**src/pid_autotune_heater_control_assert.svh**
```systemverilog
// ----------------------------------------------------------------------------
// Assertion macros for the autotuned heater controller
// Concurrent checks, clocked on the rising edge, off while reset is held.
// ----------------------------------------------------------------------------
`ifndef PID_AUTOTUNE_HEATER_CONTROL_ASSERT_SVH
`define PID_AUTOTUNE_HEATER_CONTROL_ASSERT_SVH
`ifndef NO_ASSERTIONS
`define PAHC_ASSERT(lbl, clk, rst_n, prop) \
	lbl: assert property (@(posedge clk) disable iff (!rst_n) prop) \
	else $error("pahc check failed");
`define PAHC_ASSERT_IMP(lbl, clk, rst_n, ante, cons) \
	lbl: assert property (@(posedge clk) disable iff (!rst_n) (ante) |-> (cons)) \
	else $error("pahc implication failed");
`else
`define PAHC_ASSERT(lbl, clk, rst_n, prop)
`define PAHC_ASSERT_IMP(lbl, clk, rst_n, ante, cons)
`endif
`endif

```
**src/pahc_pkg.sv**
```systemverilog
// ----------------------------------------------------------------------------
// Autotuned heater controller package
// Shared widths, register indexes, datapath opcodes and command types.
// ----------------------------------------------------------------------------
package pahc_pkg;

	localparam int SAMPLE_BITS_DEF = 12;
	localparam int FRAC_BITS_DEF   = 16;

	localparam int TEMP_W      = 12;
	localparam int GAIN_W      = 24;
	localparam int STEP_W      = 16;
	localparam int TICK_W      = 24;
	localparam int LIM_W       = 16;
	localparam int DUTY_W      = 8;
	localparam int TIME_W      = 32;
	localparam int CFG_IDX_W   = 3;
	localparam int CFG_DATA_W  = 24;
	localparam int DIGIT_W     = 8;
	localparam int IDX_W       = 3;
	localparam int ITERM_CAP_W = 61;

	localparam logic [ITERM_CAP_W-1:0] ITERM_CAP = {1'b1, {(ITERM_CAP_W-1){1'b0}}};

	typedef logic [CFG_IDX_W-1:0] cfg_idx_t;
	localparam cfg_idx_t REG_TARGET_TEMP    = 3'd0;
	localparam cfg_idx_t REG_GAIN_START     = 3'd1;
	localparam cfg_idx_t REG_GAIN_STEP      = 3'd2;
	localparam cfg_idx_t REG_TICK_PERIOD    = 3'd3;
	localparam cfg_idx_t REG_INTEGRAL_LIMIT = 3'd4;
	localparam cfg_idx_t REG_DUTY_LIMIT     = 3'd5;

	localparam logic [TEMP_W-1:0] TARGET_RST     = 12'd370;
	localparam logic [GAIN_W-1:0] GAIN_START_RST = 24'd6554;
	localparam logic [STEP_W-1:0] GAIN_STEP_RST  = 16'd328;
	localparam logic [TICK_W-1:0] TICK_RST       = 24'd6554;
	localparam logic [LIM_W-1:0]  LIMIT_RST      = 16'd200;
	localparam logic [DUTY_W-1:0] DUTY_LIM_RST   = 8'd200;

	typedef enum logic [3:0] {
		OP_NONE,
		OP_ERR,
		OP_TUNE,
		OP_TUNE_DUTY,
		OP_KP,
		OP_INTEG,
		OP_DIV_STEP,
		OP_IMUL_INIT,
		OP_IMUL_STEP,
		OP_ICAP,
		OP_SUM,
		OP_RUN_DUTY
	} dp_op_t;

	typedef struct packed {
		dp_op_t           op;
		logic [IDX_W-1:0] idx;
		logic             capture;
		logic             out_load;
	} dp_cmd_t;

	typedef struct packed {
		logic tuned;
	} dp_stat_t;

	// quotient width of Ki = (Kp << (F+1)) / Tu
	function automatic int ki_width(input int f);
		return GAIN_W + f + 1;
	endfunction

	// digits of the integral magnitude fed to the I-term multiplier
	function automatic int digit_count(input int f);
		return (LIM_W + f + DIGIT_W - 1) / DIGIT_W;
	endfunction

endpackage

```
**src/pahc_ctrl.sv**
```systemverilog
// ----------------------------------------------------------------------------
// Autotuned heater controller sequencer
// Walks one request through the datapath steps and owns the handshakes.
// ----------------------------------------------------------------------------
module pahc_ctrl #(
	parameter int FRAC_BITS = pahc_pkg::FRAC_BITS_DEF
) (
	input  logic              clk,
	input  logic              arst_n,
	input  logic              in_valid,
	output logic              in_stall,
	output logic              out_valid,
	input  logic              out_stall,
	input  pahc_pkg::dp_stat_t stat,
	output pahc_pkg::dp_cmd_t  cmd
);
`include "pid_autotune_heater_control_assert.svh"

	localparam int DIV_STEPS = pahc_pkg::ki_width(FRAC_BITS);
	localparam int MUL_STEPS = pahc_pkg::digit_count(FRAC_BITS);
	localparam int CNT_W     = $clog2(DIV_STEPS);

	typedef enum logic [3:0] {
		ST_IDLE, ST_ERR, ST_TUNE, ST_TUNE_DUTY, ST_KP, ST_INTEG, ST_DIV,
		ST_IMUL_INIT, ST_IMUL, ST_ICAP, ST_SUM, ST_RUN_DUTY, ST_FIN
	} state_t;

	state_t             state_q;
	logic [CNT_W-1:0]   cnt_q;
	logic               out_valid_q;
	logic               accept;
	logic               out_free;

	assign in_stall  = (state_q != ST_IDLE);
	assign accept    = in_valid && !in_stall;
	assign out_free  = !out_valid_q || !out_stall;
	assign out_valid = out_valid_q;

	always_ff @(posedge clk or negedge arst_n) begin
		if (!arst_n) begin
			state_q     <= ST_IDLE;
			cnt_q       <= '0;
			out_valid_q <= 1'b0;
		end else begin
			if (state_q == ST_FIN && out_free) begin
				out_valid_q <= 1'b1;
			end else if (!out_stall) begin
				out_valid_q <= 1'b0;
			end
			case (state_q)
				ST_IDLE: begin
					if (accept) state_q <= ST_ERR;
				end
				ST_ERR:       state_q <= stat.tuned ? ST_KP : ST_TUNE;
				ST_TUNE:      state_q <= ST_TUNE_DUTY;
				ST_TUNE_DUTY: state_q <= ST_FIN;
				ST_KP:        state_q <= ST_INTEG;
				ST_INTEG: begin
					cnt_q   <= '0;
					state_q <= ST_DIV;
				end
				ST_DIV: begin
					if (cnt_q == CNT_W'(DIV_STEPS - 1)) begin
						cnt_q   <= '0;
						state_q <= ST_IMUL_INIT;
					end else begin
						cnt_q <= cnt_q + 1'b1;
					end
				end
				ST_IMUL_INIT: state_q <= ST_IMUL;
				ST_IMUL: begin
					if (cnt_q == CNT_W'(MUL_STEPS - 1)) begin
						cnt_q   <= '0;
						state_q <= ST_ICAP;
					end else begin
						cnt_q <= cnt_q + 1'b1;
					end
				end
				ST_ICAP:     state_q <= ST_SUM;
				ST_SUM:      state_q <= ST_RUN_DUTY;
				ST_RUN_DUTY: state_q <= ST_FIN;
				ST_FIN: begin
					if (out_free) state_q <= ST_IDLE;
				end
				default:     state_q <= ST_IDLE;
			endcase
		end
	end

	always_comb begin
		cmd          = '0;
		cmd.idx      = pahc_pkg::IDX_W'(cnt_q);
		cmd.capture  = accept;
		cmd.out_load = (state_q == ST_FIN) && out_free;
		case (state_q)
			ST_ERR:       cmd.op = pahc_pkg::OP_ERR;
			ST_TUNE:      cmd.op = pahc_pkg::OP_TUNE;
			ST_TUNE_DUTY: cmd.op = pahc_pkg::OP_TUNE_DUTY;
			ST_KP:        cmd.op = pahc_pkg::OP_KP;
			ST_INTEG:     cmd.op = pahc_pkg::OP_INTEG;
			ST_DIV:       cmd.op = pahc_pkg::OP_DIV_STEP;
			ST_IMUL_INIT: cmd.op = pahc_pkg::OP_IMUL_INIT;
			ST_IMUL:      cmd.op = pahc_pkg::OP_IMUL_STEP;
			ST_ICAP:      cmd.op = pahc_pkg::OP_ICAP;
			ST_SUM:       cmd.op = pahc_pkg::OP_SUM;
			ST_RUN_DUTY:  cmd.op = pahc_pkg::OP_RUN_DUTY;
			default:      cmd.op = pahc_pkg::OP_NONE;
		endcase
	end

	`PAHC_ASSERT(a_busy_after_accept, clk, arst_n, accept |=> in_stall)
	`PAHC_ASSERT_IMP(a_digit_range, clk, arst_n, state_q == ST_IMUL, cnt_q < CNT_W'(MUL_STEPS))
	`PAHC_ASSERT_IMP(a_result_from_fin, clk, arst_n, $rose(out_valid_q), $past(state_q) == ST_FIN)

endmodule

```
**config.mk**
```make
export PLATFORM = sky130hd
export DESIGN_NAME = pahc_ctrl
export DESIGN_NICKNAME = d
export VERILOG_FILES = /design/src/pahc_pkg.sv /design/src/pahc_ctrl.sv
export VERILOG_INCLUDE_DIRS = /design/src /design/src/src
export SDC_FILE = /design/constraint.sdc
export NUM_CORES = 1
export LEC_CHECK = 0
export BUFFER_PORTS_ARGS = -buffer_cell sky130_fd_sc_hd__buf_2
export CORE_UTILIZATION = 45
export DETAILED_ROUTE_END_ITERATION = 10
export PLACE_DENSITY_LB_ADDON = 0.2
export SLEW_MARGIN = 20
export SYNTH_ARGS = -nofsm -noshare
export SYNTH_HDL_FRONTEND = slang
export SYNTH_SLANG_ARGS = --single-unit
```
**constraint.sdc**
```tcl
create_clock -name clk -period 6.2 [get_ports clk]
set_clock_uncertainty 0.15 [all_clocks]
set_input_delay 0.62 -clock clk [delete_from_list [all_inputs] [get_ports clk]]
set_output_delay 0.62 -clock clk [all_outputs]
set_load 0.05 [all_outputs]
```
==> out/metrics.yaml <==
outcome: "complete, no violations"
final_area_um2: 840
yosysUniqueCellTypes: 38
antenna_found_initial: 0
finalCriticalPeriod_ns: 2.56
htreeDepth: 1
syn_area_um2: 800
route.detailed.drc: 0
post_cts_buffers: 0
post_route_cells_drive_above_1_share_pct: 28.4
setup_viol: 0
overflow: 0
hold_class: "input pin to async pin"
crit_required_ns: 5.43
synthTopCellsByArea: "dfrtp_1 34%, clkbuf_8 5.2%, a211oi_4 5.0%"
arrival_ns: 1.79
antenna_cells: 0
regToRegStartpoint: "cnt_q[1]"
fp.dieW_um: 44.2
num_rows: 14
cts_tree: "yes"
wl_per_cell_um: 14.4
grt_pass1_wl_mm: 2.78
routabilityCongestion: 0.834
met2_usage_pct: 30.6
layout.nets: 103
hold_violations: 0
synth_cells: 84
syn_to_final_growth_pct: 5.01
worst_slew_pin_slew_ns: 0.515
grt_busiest_layer: "met2"
ios: 16
dieHeight_um: 44.2
timing.final.crit_share_pct: 41.3
dp.final_hpwl_mm: 1.13
cts_resized: 0
via_per_inst: 5.83
start_util_pct: 50.7
antenna_left: 0
worstSetupPathType: "flop to output port"
crit_fanout: 16
grt_use_met1_pct: 24.5
syn-num-nets: 91
slew_viol_final: 0
max_freq_mhz: 391
via_count: 647
grtUsageMet3_pct: 7.76
synth_top_area_share_pct: 34.4
cts_buffers: 3
tns_ns: 0
drt-total-wl_mm: 1.60
ff2ff_path_depth: 5
clock_sinks: 11
postPlaceCellArea_um2: 812
cts_hold_buffers: 0
synth_area_per_cell_um2: 9.52
firstDrtPassIters: 6
grt_pass1_vias: 634
root_buffer: "clkbuf_4"
clk_latency_ns: 0.28
ys_seq_area_share_pct: 34.4
drt_iter0_markers: 21
grt_use_total_pct: 19.5
synth_seq_cells: 11
fin_ws_ns: 3.64
clk_pin_slew_ns: 0.08
end_kind: "output port"
yosysWarnings: 0
timing.slew.headroom_pct: 65.6
drv_cap: 0
dieArea_um2: 1950
finalCoreUtilization_pct: 53.3
io_buffers: 15
start_kind: "flop"
reg2reg_to: "state_q[2]"
fillers: 151
grt_max_degree: 17
coreArea_um2: 1580
rrSetupSlack_ns: 4.06
post-place-ws_ns: 3.94
yosysTopAreaCell: "dfrtp_1"
rsz0062_at_grt: "no"
cts.path.max_buffers: 2
==> registers in the layout, summed over array words and instances (netlist names) <==
signal	count
out_valid	1
state_q	4
cnt_q	6
==> worst max-delay path by stage <==
stage / startpoint / to / slack, ns / cells after the start
after floorplan: state_q[2] / cmd[0] / 2.33 / 3
after global placement: state_q[2] / cmd[0] / 4.02 / 3
after detailed placement: state_q[2] / cmd[0] / 3.94 / 3
after CTS: state_q[2] / cmd[0] / 3.61 / 3
after global routing: state_q[2] / cmd[0] / 3.51 / 3
final: state_q[2] / cmd[0] / 3.64 / 3
==> cells in the final DEF (no fill, tap or decap), types with 2 or more instances in the layout <==
cell      synthesis  final
nor2b_1           3      3
inv_1             3      3
and2_1            2      2
nor2_1            6      6
a211oi_4          2      2
nand3_1           3      3
dfrtp_1          11     11
ha_1              2      2
buf_2             0     15
clkbuf_4          0      3
o21ai_0           3      3
o22ai_1           3      3
nand2_1          10     10
xor2_1            2      2
a21oi_1           4      4
==> critical path, cell delays in order, from the launching register on <==
cell and delay, ns:
dfrtp_1 0.61, nand2_1 0.17, a2111oi_0 0.39, buf_2 0.33
==> metrics by stage <==
stage / hold slack, ns / std cells
2_1_floorplan: 0.174 / 84
3_3_place_gp: 0.360 / 107
3_5_place_dp: 0.356 / 107
4_1_cts: 0.0482 / 111
5_1_grt: 0.0553 / 111
6_report: 0.0435 / 111
==> cells in the mapped netlist <==
master and n:
or3b_4 1, o211ai_1 1, inv_1 3, nand3b_1 1, nand2_1 10, o2bb2ai_1 1, a2111oi_0 1, o22ai_1 3
ha_1 2, a21o_1 1, and3b_1 1, and2b_1 1, and3b_2 1, clkbuf_8 3, and2_2 1, a32o_1 1
nand4_1 1, and3_1 1, a32o_2 1, a211oi_4 2, and2_1 2, o21ai_0 3, and2b_2 1, xor2_1 2
nor3_1 1, mux2_4 1, nand3_1 3, or3b_1 1, dfrtp_1 11, nor2_1 6, buf_6 1, buf_4 4
o31ai_1 1, a221oi_1 1, nor2b_1 3, a21oi_1 4, nor4b_1 1, a31oi_1 1
==> kinds of logic after synthesis <==
| family | share of synthesized area [%] |
|---|---|
| AO/OA/AOI/OAI | 21.3 |
| XOR/XNOR | 2.19 |
| adder cells (fa/ha/maj) | 3.13 |
| multiplexers | 1.88 |
| AND/OR/NAND/NOR | 25.4 |
| flip-flops | 34.4 |
| buffers and inverters | 11.7 |
==> layout make-up <==
type / count / area [um2] / share of cell area, %
multi-input cells: 62 / 430 / 51.3
flip-flops and latches: 11 / 275 / 32.8
repair buffers: 15 / 75.1 / 8.94
clock buffers: 3 / 22.5 / 2.68
well taps: 16 / 20.0 / 2.38
inverters: 3 / 11.3 / 1.34
clock inverters: 1 / 5.00 / 0.596
==> metal layers <==
layer,share of wire [%],vias up
li1,-,319
met1,49,314
met2,47,12
met3,3.8,2
met4,0.56,0
met5,0,-
Power is left out: the tool's default activity adds up to more than one toggle a clock period on the data nets, which glitch-free logic cannot reach.
